**src/hw/rtl/adsr_env_pkg.sv**
```systemverilog
// ----------------------------------------------------------------------------
// adsr_env_pkg
// Shared types, constants and the raised-cosine attack table of the
// multi-voice envelope generator.
// ----------------------------------------------------------------------------
package adsr_env_pkg;

  // Sizes
  localparam int VOICES          = 16;
  localparam int VOICE_BITS      = 4;
  localparam int LEVEL_BITS      = 16;
  localparam int PHASE_BITS      = 24;
  localparam int FACTOR_BITS     = 16;
  localparam int COS_TABLE_DEPTH = 256;    // power of two
  localparam int ROM_ADDR_BITS   = $clog2(COS_TABLE_DEPTH);
  localparam int ROM_SHIFT       = 31 - LEVEL_BITS;
  localparam int CFG_DATA_BITS   = PHASE_BITS;

  localparam logic [LEVEL_BITS-1:0] LEVEL_MAX = '1;

  // Q2.30 constants for the table build
  localparam logic [63:0] ONE_Q30 = 64'd1 << 30;
  localparam logic [63:0] PI_Q30  = 64'd3373259426;

  // Item kinds carried on tuser
  typedef enum logic [1:0] {
    OP_TICK    = 2'd0,
    OP_PRESS   = 2'd1,
    OP_RELEASE = 2'd2
  } op_e;

  // Envelope stage of a voice
  typedef enum logic [1:0] {
    ST_ATTACK  = 2'd0,
    ST_DECAY   = 2'd1,
    ST_RELEASE = 2'd2
  } stage_e;

  // Configuration register indexes
  typedef enum logic [1:0] {
    REG_ATTACK_STEP    = 2'd0,
    REG_DECAY_FACTOR   = 2'd1,
    REG_SUSTAIN_LEVEL  = 2'd2,
    REG_RELEASE_FACTOR = 2'd3
  } reg_e;

  typedef struct packed {
    logic [PHASE_BITS-1:0]  attack_step;
    logic [FACTOR_BITS-1:0] decay_factor;
    logic [LEVEL_BITS-1:0]  sustain_level;
    logic [FACTOR_BITS-1:0] release_factor;
  } cfg_t;

  // One entry of the voice memory
  typedef struct packed {
    stage_e                stage;
    logic [PHASE_BITS-1:0] phase;
    logic [LEVEL_BITS-1:0] excess;
    logic [LEVEL_BITS-1:0] rel_level;
    logic [LEVEL_BITS-1:0] last_level;
  } voice_state_t;

  localparam voice_state_t STATE_RESET = '{stage: ST_RELEASE, default: '0};

  // One result item
  typedef struct packed {
    logic [VOICE_BITS-1:0] voice;
    logic [LEVEL_BITS-1:0] level;
  } out_item_t;

  typedef logic [LEVEL_BITS-1:0] cos_rom_t [COS_TABLE_DEPTH];

  // Raised-cosine table: round(2^LEVEL_BITS * (1 - cos(pi*i/D)) / 2).
  // cos in Q2.30 by an eleven-term Taylor series on an angle folded into
  // [0, pi/2], every step truncated. Evaluated at elaboration only.
  function automatic cos_rom_t build_cos_rom();
    cos_rom_t    rom;
    logic [63:0] m;
    logic [63:0] theta;
    logic [63:0] x2;
    logic [63:0] term;
    logic [63:0] q;
    longint      acc;
    longint      v;
    logic        neg;
    for (int i = 0; i < COS_TABLE_DEPTH; i++) begin
      m   = 64'(i);
      neg = 1'b0;
      if (2 * i > COS_TABLE_DEPTH) begin
        m   = 64'(COS_TABLE_DEPTH - i);
        neg = 1'b1;
      end
      theta = (PI_Q30 * m) / 64'(COS_TABLE_DEPTH);
      x2    = (theta * theta) >> 30;
      term  = ONE_Q30;
      acc   = longint'(ONE_Q30);
      for (int k = 1; k <= 10; k++) begin
        term = ((term * x2) >> 30) / 64'((2 * k - 1) * (2 * k));
        if (k[0]) begin
          acc = acc - longint'(term);
        end else begin
          acc = acc + longint'(term);
        end
      end
      if (neg) begin
        acc = -acc;
      end
      v = longint'(ONE_Q30) - acc;
      if (v < 0) begin
        v = 0;
      end
      q = (64'(v) + (64'd1 << (ROM_SHIFT - 1))) >> ROM_SHIFT;
      rom[i] = (q > 64'(LEVEL_MAX)) ? LEVEL_MAX : q[LEVEL_BITS-1:0];
    end
    return rom;
  endfunction

  localparam cos_rom_t COS_ROM = build_cos_rom();

endpackage

```
**src/hw/rtl/adsr_env_voice_mem.sv**
```systemverilog
// ----------------------------------------------------------------------------
// adsr_env_voice_mem
// Per-voice state memory: one write and one registered read port. Entries
// never written since reset read as the released, silent state.
// ----------------------------------------------------------------------------
module adsr_env_voice_mem (
  input  logic                                 clk_i,
  input  logic                                 rst_ni,
  input  logic                                 rd_en_i,
  input  logic [adsr_env_pkg::VOICE_BITS-1:0]  rd_addr_i,
  output adsr_env_pkg::voice_state_t           rd_data_o,
  input  logic                                 wr_en_i,
  input  logic [adsr_env_pkg::VOICE_BITS-1:0]  wr_addr_i,
  input  adsr_env_pkg::voice_state_t           wr_data_i
);

  adsr_env_pkg::voice_state_t            mem_q [adsr_env_pkg::VOICES];
  adsr_env_pkg::voice_state_t            rdata_q;
  logic [adsr_env_pkg::VOICES-1:0]       valid_q;
  logic                                  rvalid_q;

  // Storage array and read register
  always_ff @(posedge clk_i) begin
    if (wr_en_i) begin
      mem_q[wr_addr_i] <= wr_data_i;
    end
    if (rd_en_i) begin
      rdata_q <= mem_q[rd_addr_i];
    end
  end

  // Written-since-reset flags
  always_ff @(posedge clk_i or negedge rst_ni) begin
    if (!rst_ni) begin
      valid_q  <= '0;
      rvalid_q <= 1'b0;
    end else begin
      if (wr_en_i) begin
        valid_q[wr_addr_i] <= 1'b1;
      end
      if (rd_en_i) begin
        rvalid_q <= valid_q[rd_addr_i];
      end
    end
  end

  assign rd_data_o = rvalid_q ? rdata_q : adsr_env_pkg::STATE_RESET;

endmodule

```
**src/hw/rtl/adsr_env_update.sv**
```systemverilog
// ----------------------------------------------------------------------------
// adsr_env_update
// Next-state and output level of one voice for a tick, press or release.
// ----------------------------------------------------------------------------
module adsr_env_update (
  input  adsr_env_pkg::op_e                     op_i,
  input  adsr_env_pkg::cfg_t                    cfg_i,
  input  adsr_env_pkg::voice_state_t            cur_i,
  output adsr_env_pkg::voice_state_t            nxt_o,
  output logic                                  wr_en_o,
  output logic                                  result_o,
  output logic [adsr_env_pkg::LEVEL_BITS-1:0]   level_o
);

  localparam int LB = adsr_env_pkg::LEVEL_BITS;
  localparam int PB = adsr_env_pkg::PHASE_BITS;
  localparam int FB = adsr_env_pkg::FACTOR_BITS;
  localparam int AB = adsr_env_pkg::ROM_ADDR_BITS;

  logic [PB:0]      phase_sum;
  logic [LB:0]      decay_sum;
  logic [LB+FB-1:0] decay_prod;
  logic [LB+FB-1:0] rel_prod;
  logic [LB-1:0]    rom_level;
  logic [LB-1:0]    lvl;

  // Datapath: phase step, sustain sum, the two scalings, table read
  assign phase_sum  = {1'b0, cur_i.phase} + {1'b0, cfg_i.attack_step};
  assign decay_sum  = {1'b0, cfg_i.sustain_level} + {1'b0, cur_i.excess};
  assign decay_prod = {{FB{1'b0}}, cur_i.excess} * {{LB{1'b0}}, cfg_i.decay_factor};
  assign rel_prod   = {{FB{1'b0}}, cur_i.rel_level} * {{LB{1'b0}}, cfg_i.release_factor};
  assign rom_level  = adsr_env_pkg::COS_ROM[cur_i.phase[PB-1 -: AB]];

  always_comb begin
    nxt_o    = cur_i;
    wr_en_o  = 1'b0;
    result_o = 1'b0;
    lvl      = '0;
    case (op_i)
      adsr_env_pkg::OP_PRESS: begin
        nxt_o   = '{stage: adsr_env_pkg::ST_ATTACK, default: '0};
        wr_en_o = 1'b1;
      end
      adsr_env_pkg::OP_RELEASE: begin
        nxt_o.stage     = adsr_env_pkg::ST_RELEASE;
        nxt_o.rel_level = cur_i.last_level;
        wr_en_o         = 1'b1;
      end
      adsr_env_pkg::OP_TICK: begin
        wr_en_o  = 1'b1;
        result_o = 1'b1;
        case (cur_i.stage)
          adsr_env_pkg::ST_ATTACK: begin
            lvl = rom_level;
            if (phase_sum[PB]) begin
              // phase wrapped: decay starts from full level
              nxt_o.stage  = adsr_env_pkg::ST_DECAY;
              nxt_o.phase  = '0;
              nxt_o.excess = adsr_env_pkg::LEVEL_MAX - cfg_i.sustain_level;
            end else begin
              nxt_o.phase = phase_sum[PB-1:0];
            end
          end
          adsr_env_pkg::ST_DECAY: begin
            lvl          = decay_sum[LB] ? adsr_env_pkg::LEVEL_MAX : decay_sum[LB-1:0];
            nxt_o.excess = decay_prod[LB+FB-1:FB];
          end
          default: begin
            // release, and the unused stage code
            lvl             = cur_i.rel_level;
            nxt_o.rel_level = rel_prod[LB+FB-1:FB];
          end
        endcase
        nxt_o.last_level = lvl;
      end
      default: begin
        // unused code: no change, no item out
      end
    endcase
  end

  assign level_o = lvl;

endmodule

```
**src/hw/rtl/adsr_env_out_buf.sv**
```systemverilog
// ----------------------------------------------------------------------------
// adsr_env_out_buf
// Output register with a skid entry; ready toward the pipeline is registered.
// ----------------------------------------------------------------------------
module adsr_env_out_buf (
  input  logic                     clk_i,
  input  logic                     rst_ni,
  input  logic                     in_valid_i,
  output logic                     in_ready_o,
  input  adsr_env_pkg::out_item_t  in_data_i,
  output logic                     out_valid_o,
  input  logic                     out_ready_i,
  output adsr_env_pkg::out_item_t  out_data_o
);

  logic                    out_v_q;
  logic                    skid_v_q;
  adsr_env_pkg::out_item_t out_q;
  adsr_env_pkg::out_item_t skid_q;
  logic                    in_fire;
  logic                    out_free;

  assign in_ready_o = !skid_v_q;
  assign in_fire    = in_valid_i && !skid_v_q;
  assign out_free   = !out_v_q || out_ready_i;

  // Occupancy
  always_ff @(posedge clk_i or negedge rst_ni) begin
    if (!rst_ni) begin
      out_v_q  <= 1'b0;
      skid_v_q <= 1'b0;
    end else if (out_free) begin
      if (skid_v_q) begin
        out_v_q  <= 1'b1;
        skid_v_q <= 1'b0;
      end else begin
        out_v_q <= in_fire;
      end
    end else if (in_fire) begin
      skid_v_q <= 1'b1;
    end
  end

  // Payload
  always_ff @(posedge clk_i) begin
    if (out_free) begin
      if (skid_v_q) begin
        out_q <= skid_q;
      end else if (in_fire) begin
        out_q <= in_data_i;
      end
    end else if (in_fire) begin
      skid_q <= in_data_i;
    end
  end

  assign out_valid_o = out_v_q;
  assign out_data_o  = out_q;

endmodule

```
**src/hw/rtl/adsr_envelope_generator.sv**
```systemverilog
// Path: a tick's voice state is read from memory when the tick is accepted,
//   and its level enters the output buffer when the update stage moves on.
// Throughput: one item per cycle while the output buffer has room, set by the
//   single read-modify-write pass over the voice memory, with forwarding of the last write.
// Reset: every voice reads as released at level zero (per-entry valid flags,
//   no clearing pass); configuration registers return to their defaults.
// ----------------------------------------------------------------------------
// adsr_envelope_generator
// Multi-voice ADSR envelope generator on a shared voice state memory.
// ----------------------------------------------------------------------------
module adsr_envelope_generator (
  input  logic                                    clk_i,
  input  logic                                    rst_ni,
  // configuration writes
  input  logic                                    cfg_we_i,
  input  logic [1:0]                              cfg_index_i,
  input  logic [adsr_env_pkg::CFG_DATA_BITS-1:0]  cfg_data_i,
  // input items
  input  logic                                    s_axis_tvalid_i,
  output logic                                    s_axis_tready_o,
  input  logic [7:0]                              s_axis_tdata_i,  // [3:0] voice
  input  logic [1:0]                              s_axis_tuser_i,  // [1:0] operation
  // result items
  output logic                                    m_axis_tvalid_o,
  input  logic                                    m_axis_tready_i,
  output logic [23:0]                             m_axis_tdata_o   // [15:0] level,
                                                                   // [19:16] voice_out
);

  localparam int VB = adsr_env_pkg::VOICE_BITS;

  adsr_env_pkg::cfg_t         cfg_q;
  logic                       s1_valid_q;
  adsr_env_pkg::op_e          s1_op_q;
  logic [VB-1:0]              s1_voice_q;
  logic                       fwd_valid_q;
  logic [VB-1:0]              fwd_voice_q;
  adsr_env_pkg::voice_state_t fwd_state_q;

  adsr_env_pkg::voice_state_t mem_rdata;
  adsr_env_pkg::voice_state_t cur_state;
  adsr_env_pkg::voice_state_t nxt_state;
  logic                       upd_wr;
  logic                       upd_result;
  logic [adsr_env_pkg::LEVEL_BITS-1:0] upd_level;
  logic                       buf_ready;
  logic                       s1_fire;
  logic                       in_accept;
  logic                       mem_wr;
  adsr_env_pkg::out_item_t    res_item;
  adsr_env_pkg::out_item_t    out_item;

  // Configuration registers
  always_ff @(posedge clk_i or negedge rst_ni) begin
    if (!rst_ni) begin
      cfg_q.attack_step    <= 24'd69905;
      cfg_q.decay_factor   <= 16'd65509;
      cfg_q.sustain_level  <= 16'd65535;
      cfg_q.release_factor <= 16'd65522;
    end else if (cfg_we_i) begin
      case (cfg_index_i)
        adsr_env_pkg::REG_ATTACK_STEP:    cfg_q.attack_step    <= cfg_data_i;
        adsr_env_pkg::REG_DECAY_FACTOR:   cfg_q.decay_factor   <= cfg_data_i[15:0];
        adsr_env_pkg::REG_SUSTAIN_LEVEL:  cfg_q.sustain_level  <= cfg_data_i[15:0];
        adsr_env_pkg::REG_RELEASE_FACTOR: cfg_q.release_factor <= cfg_data_i[15:0];
        default: ;
      endcase
    end
  end

  // Handshake: the update stage moves on unless its result finds the buffer full
  assign s1_fire         = s1_valid_q && (!upd_result || buf_ready);
  assign s_axis_tready_o = !s1_valid_q || s1_fire;
  assign in_accept       = s_axis_tvalid_i && s_axis_tready_o;
  assign mem_wr          = s1_fire && upd_wr;

  // Update stage item register
  always_ff @(posedge clk_i or negedge rst_ni) begin
    if (!rst_ni) begin
      s1_valid_q <= 1'b0;
    end else if (in_accept) begin
      s1_valid_q <= 1'b1;
    end else if (s1_fire) begin
      s1_valid_q <= 1'b0;
    end
  end

  always_ff @(posedge clk_i) begin
    if (in_accept) begin
      s1_op_q    <= adsr_env_pkg::op_e'(s_axis_tuser_i);
      s1_voice_q <= s_axis_tdata_i[VB-1:0];
    end
  end

  // Last write, forwarded to a read that raced it
  always_ff @(posedge clk_i or negedge rst_ni) begin
    if (!rst_ni) begin
      fwd_valid_q <= 1'b0;
    end else if (mem_wr) begin
      fwd_valid_q <= 1'b1;
    end
  end

  always_ff @(posedge clk_i) begin
    if (mem_wr) begin
      fwd_voice_q <= s1_voice_q;
      fwd_state_q <= nxt_state;
    end
  end

  adsr_env_voice_mem u_mem (
    .clk_i     (clk_i),
    .rst_ni    (rst_ni),
    .rd_en_i   (in_accept),
    .rd_addr_i (s_axis_tdata_i[VB-1:0]),
    .rd_data_o (mem_rdata),
    .wr_en_i   (mem_wr),
    .wr_addr_i (s1_voice_q),
    .wr_data_i (nxt_state)
  );

  assign cur_state = (fwd_valid_q && (fwd_voice_q == s1_voice_q)) ? fwd_state_q : mem_rdata;

  adsr_env_update u_update (
    .op_i     (s1_op_q),
    .cfg_i    (cfg_q),
    .cur_i    (cur_state),
    .nxt_o    (nxt_state),
    .wr_en_o  (upd_wr),
    .result_o (upd_result),
    .level_o  (upd_level)
  );

  assign res_item.voice = s1_voice_q;
  assign res_item.level = upd_level;

  adsr_env_out_buf u_out (
    .clk_i       (clk_i),
    .rst_ni      (rst_ni),
    .in_valid_i  (s1_valid_q && upd_result),
    .in_ready_o  (buf_ready),
    .in_data_i   (res_item),
    .out_valid_o (m_axis_tvalid_o),
    .out_ready_i (m_axis_tready_i),
    .out_data_o  (out_item)
  );

  assign m_axis_tdata_o = {4'b0000, out_item.voice, out_item.level};

  // Checks
  a_s1_hold: assert property (@(posedge clk_i) disable iff (!rst_ni)
    (s1_valid_q && !s1_fire) |=> (s1_valid_q && $stable(s1_voice_q)))
    else $error("update stage lost a stalled item");

  a_decay_floor: assert property (@(posedge clk_i) disable iff (!rst_ni)
    (s1_valid_q && (s1_op_q == adsr_env_pkg::OP_TICK)
      && (cur_state.stage == adsr_env_pkg::ST_DECAY))
    |-> (upd_level >= cfg_q.sustain_level))
    else $error("decay level fell below sustain");

  a_forward: assert property (@(posedge clk_i) disable iff (!rst_ni)
    (mem_wr && in_accept && (s1_voice_q == s_axis_tdata_i[VB-1:0]))
    |=> (fwd_valid_q && (fwd_voice_q == s1_voice_q)))
    else $error("back-to-back access to one voice not forwarded");

endmodule
```
**config.mk**
```make
export PLATFORM = sky130hd
export DESIGN_NAME = adsr_envelope_generator
export DESIGN_NICKNAME = d
export VERILOG_FILES = /design/src/hw/rtl/adsr_env_pkg.sv /design/src/hw/rtl/adsr_env_voice_mem.sv /design/src/hw/rtl/adsr_env_update.sv /design/src/hw/rtl/adsr_env_out_buf.sv /design/src/hw/rtl/adsr_envelope_generator.sv
export SDC_FILE = /design/constraint.sdc
export NUM_CORES = 2
export LEC_CHECK = 0
export BUFFER_PORTS_ARGS = -buffer_cell sky130_fd_sc_hd__buf_2
export CAP_MARGIN = 10
export CORE_ASPECT_RATIO = 2
export CORE_UTILIZATION = 60
export CTS_BUF_LIST = sky130_fd_sc_hd__clkbuf_8
export CTS_CLUSTER_SIZE = 16
export DETAILED_ROUTE_END_ITERATION = 8
export PLACE_DENSITY = 0.76
export SKIP_CTS_REPAIR_TIMING = 1
export SLEW_MARGIN = 20
export SYNTH_ARGS = -nofsm -noshare
export SYNTH_HDL_FRONTEND = slang
export SYNTH_HIERARCHICAL = 1
export SYNTH_SLANG_ARGS = --single-unit
```
**constraint.sdc**
```tcl
create_clock -name clk_i -period 15 [get_ports clk_i]
set_input_delay 1.5 -clock clk_i [delete_from_list [all_inputs] [get_ports clk_i]]
set_output_delay 1.5 -clock clk_i [all_outputs]
set_load 0.005 [all_outputs]
```
==> results.txt <==
H-tree Lvls: 4
WS Path Type: flop to flop
Synth Area per Inst: 15.1 um^2
Worst-Skew Late Latency: 0.89 ns
Residual DRC count: 0
RSZ-0062 raised after global routing: false
Critical path's slowest cell: mux2_1
Antenna viol nets, final: 0
Die width: 260 um
Yosys warnings: 6
Max-slew headroom: 14.4%
Fraction of layout cells with a size suffix above 1: 18.3%
Startpoint types: flop
Final wirelength: 235000 um
Max_cap viols: 0
Met2 GRT Util: 62.2%
# rows: 189
Synth area leader: edfxtp_1
Area grow syn2layout: 7.30%
P_int: 10900 uW
Storage cell area: 43900 um^2
CTS buffer count: 196
Initial antenna violation count: 14
Library cells used by synthesis: 99
GP Congestion: 1.07
CORE AREA: 132000 um^2
Total Neg Setup Slack: 0 ns
Finished Layout Cells: 7277
Sequential area share after synthesis: 54.9%
First-pass GRT wire length: 341000 um
Synth top area share: 51.9%
Die height: 518 um
CP Max Fanout: 74
Worst slew pin tran: 1.28 ns
Final setup vio count: 0
Drt first pass iters: 6
Clk_skew: 0.0998 ns
NetSw: 8840 uW
Worst Path Required: 15.69 ns
Total vias in the final route: 48200
Fill count: 9292
Largest net degree at the start of global routing: 75
Met1 usage: 40.0%
Post-layout minimum cycle time: 10.11 ns
Slew Viols, Final: 0
Port-buffer cells: 58
Clock Path Buffers: 4
Register clock-pin slew on the reported worst setup and hold paths: 0.07 ns
Die footprint: 135000 um^2
Multi-input gate area: 32800 um^2
#FFs+latches synth: 1475
Sw Ratio: 44.8%
Comb pwr share: 57.3%
PD cells: 230 nW/um^2
TritonCTS clock tree: built
Vias in the first global route: 51000
Most used flip-flop cell after synthesis: edfxtp_1
Final Hold Slack: 0.461 ns
Clock root buffer: clkbuf_8
Flop pwr share: 28.2%
GRT busiest layer: met2
DP HPWL: 155000 um
Final hold violation count: 0
Leak: 0.0321 uW
Final Cycle Share: 67.4%
Clock share of power: 14.5%
Grt ovf: 0
Drt initial violations: 3971
Total GRT Usage: 35.7%
Status: finished clean
CP endpoint kind: flop
Worst hold path class: flop to flop
Post-synthesis cell count: 5301
Ranking of synthesized cells by area: edfxtp_1 (52%), fa_1 (9.7%), mux4_2 (8.9%), ha_1 (4.1%), and2_1 (2.4%)
Maximum VDD drop: 0.500 mV
Grt met3 use: 5.25%
Clock sinks: 1475
EDFF count, synth: 1382
Max Clk Rate: 98.9 MHz
Async SR Flop Fraction: 6.31%
Mapped Area: 79900 um^2
Max incr delay on CP: 0.85 ns
Placed Instances: 6916
Avg WL per Cell: 32.2 um
Worst Path Arrival: 10.79 ns
Initial core utilization: 60.4%
Total power: 19700 uW
Nets: 6091
I/O pins: 67
Vias per inst: 6.62
-- final timing paths --
check | endpoint | slack (ns) | cells after the start | start
min reg2reg | u_mem/valid_q[8]$_DFFE_PN0P_ | 0.46 | 1 | u_mem/valid_q[8]$_DFFE_PN0P_
max in group asynchronous | u_mem/rvalid_q$_DFFE_PN0P_ | 13.06 | 2 | rst_ni
min in group asynchronous | u_out/skid_v_q$_DFFE_PN0P_ | 0.70 | 1 | rst_ni
max | u_mem/mem_q[4][45]$_DFFE_PP_ | 4.89 | 28 | s1_voice_q[0]$_DFFE_PP_
min | u_mem/valid_q[8]$_DFFE_PN0P_ | 0.46 | 1 | u_mem/valid_q[8]$_DFFE_PN0P_
max reg2reg | u_mem/mem_q[4][45]$_DFFE_PP_ | 4.89 | 28 | s1_voice_q[0]$_DFFE_PP_
-- critical path: cells and delay by family, from the launching register on --
kind | cells | cell delay, ns
AOI/OAI and AO/OA | 8 | 2.40
xor gates and xnor gates | 1 | 0.53
adders and majority gates | 7 | 3.36
buffers and inverters | 8 | 1.12
DFF | 1 | 0.75
muxes | 1 | 0.85
and+or+nand+nor | 3 | 0.76
-- cell usage after synthesis (19+ instances only) --
master    count
and3_1       19
xnor2_1      46
nand2_1     412
a22o_1       27
nor2_1      119
fa_1        388
clkbuf_1    163
xor2_1       21
a31oi_1      48
nand2b_1     40
a211oi_1     33
dfstp_2      47
o211ai_1     23
mux2_2      107
inv_1       484
or2_2        23
a21o_1       46
ha_1        265
and2_1      309
mux4_2      317
buf_6        40
a21oi_1     144
mux4_1       69
mux2_1       60
nand3_1      49
nor3_1       32
buf_2        70
dfrtp_1      46
o21ai_0     142
nor2b_1      19
edfxtp_1   1382
-- power by group through the flow --
stage | clock network (uW) | logic, uW | registers (uW)
4_1_cts | 2900 | 11200 | 5570
3_5_place_dp | 0 | 11100 | 5650
2_1_floorplan | 0 | 7370 | 5550
6_report | 2850 | 11300 | 5570
3_3_place_gp | 0 | 10900 | 5630
5_1_grt | 3050 | 12400 | 5580
-- metrics by stage --
step	cell area (um^2)	worst slack (ns)	utilization [%]
after floorplan	79900	3.28	-
after global placement	82000	4.95	61.9
after detailed placement	82000	4.60	61.9
after CTS	85600	4.58	64.7
after global routing	85700	4.64	64.7
final	85800	4.89	64.8
-- registers in the layout, indices dropped and copies added (netlist names) --
name               flops
u_mem/rvalid_q         1
u_mem/mem_q         1184
cfg_q                 72
u_out/skid_q          20
s1_valid_q             1
u_out/out_data_o      20
s1_voice_q             4
u_out/skid_v_q         1
fwd_voice_q            4
u_mem/rdata_q         74
s1_op_q                2
u_mem/valid_q         16
u_out/out_valid_o      1
fwd_state_q           74
fwd_valid_q            1
-- area by class of cell --
type | count | share of cell area, %
clock inverters | 138 | 0.976
clock buffers | 204 | 3.27
multi-input cells | 3036 | 38.3
diodes | 17 | 0.0496
repair buffers | 199 | 1.62
inverters | 489 | 2.14
flip-flops and latches | 1475 | 51.2
well taps | 1719 | 2.51
-- placed cells by master (no fill, tap or decap), types with 14 or more instances in the layout --
cell type	instances
xor2_1	21
or2_2	23
buf_2	53
o21ai_0	138
a211oi_1	32
mux4_1	69
edfxtp_1	1382
a22oi_1	16
o221ai_1	15
o211ai_1	23
nor2b_1	17
clkinv_1	39
mux2_1	56
nand2_1	412
nand2b_1	40
nor3_1	28
a22o_1	27
o21a_1	15
a21o_1	46
ha_1	265
inv_1	539
diode_2	17
clkbuf_8	204
dfstp_2	47
and3_1	19
nor2_1	107
and2_1	308
mux4_2	317
xnor2_1	46
a21oi_1	143
nand3_1	49
mux2_2	109
a311oi_1	14
a221oi_1	14
fa_1	388
a31oi_1	48
clkinv_2	28
dfrtp_1	45
buf_4	140
-- per-layer routing --
layer / part of all wire [%] / vias to the layer above
met5: 0.0055 / -
met4: 8.0 / 2
met3: 6.9 / 736
met2: 52 / 2470
met1: 33 / 25100
li1: - / 19900
-- cells by family after synthesis --
group / count (synthesis) / synth area share (%)
XOR/XNOR: 67 / 0.734
other: 1 / 0.00469
multiplexers: 564 / 13.7
buffers and inverters: 793 / 4.39
flip-flops: 1475 / 54.9
AO/OA/AOI/OAI: 680 / 5.77
adder cells (fa/ha/maj): 653 / 13.9
AND/OR/NAND/NOR: 1068 / 6.64
Note: power is estimated with default switching activity, not from simulation.
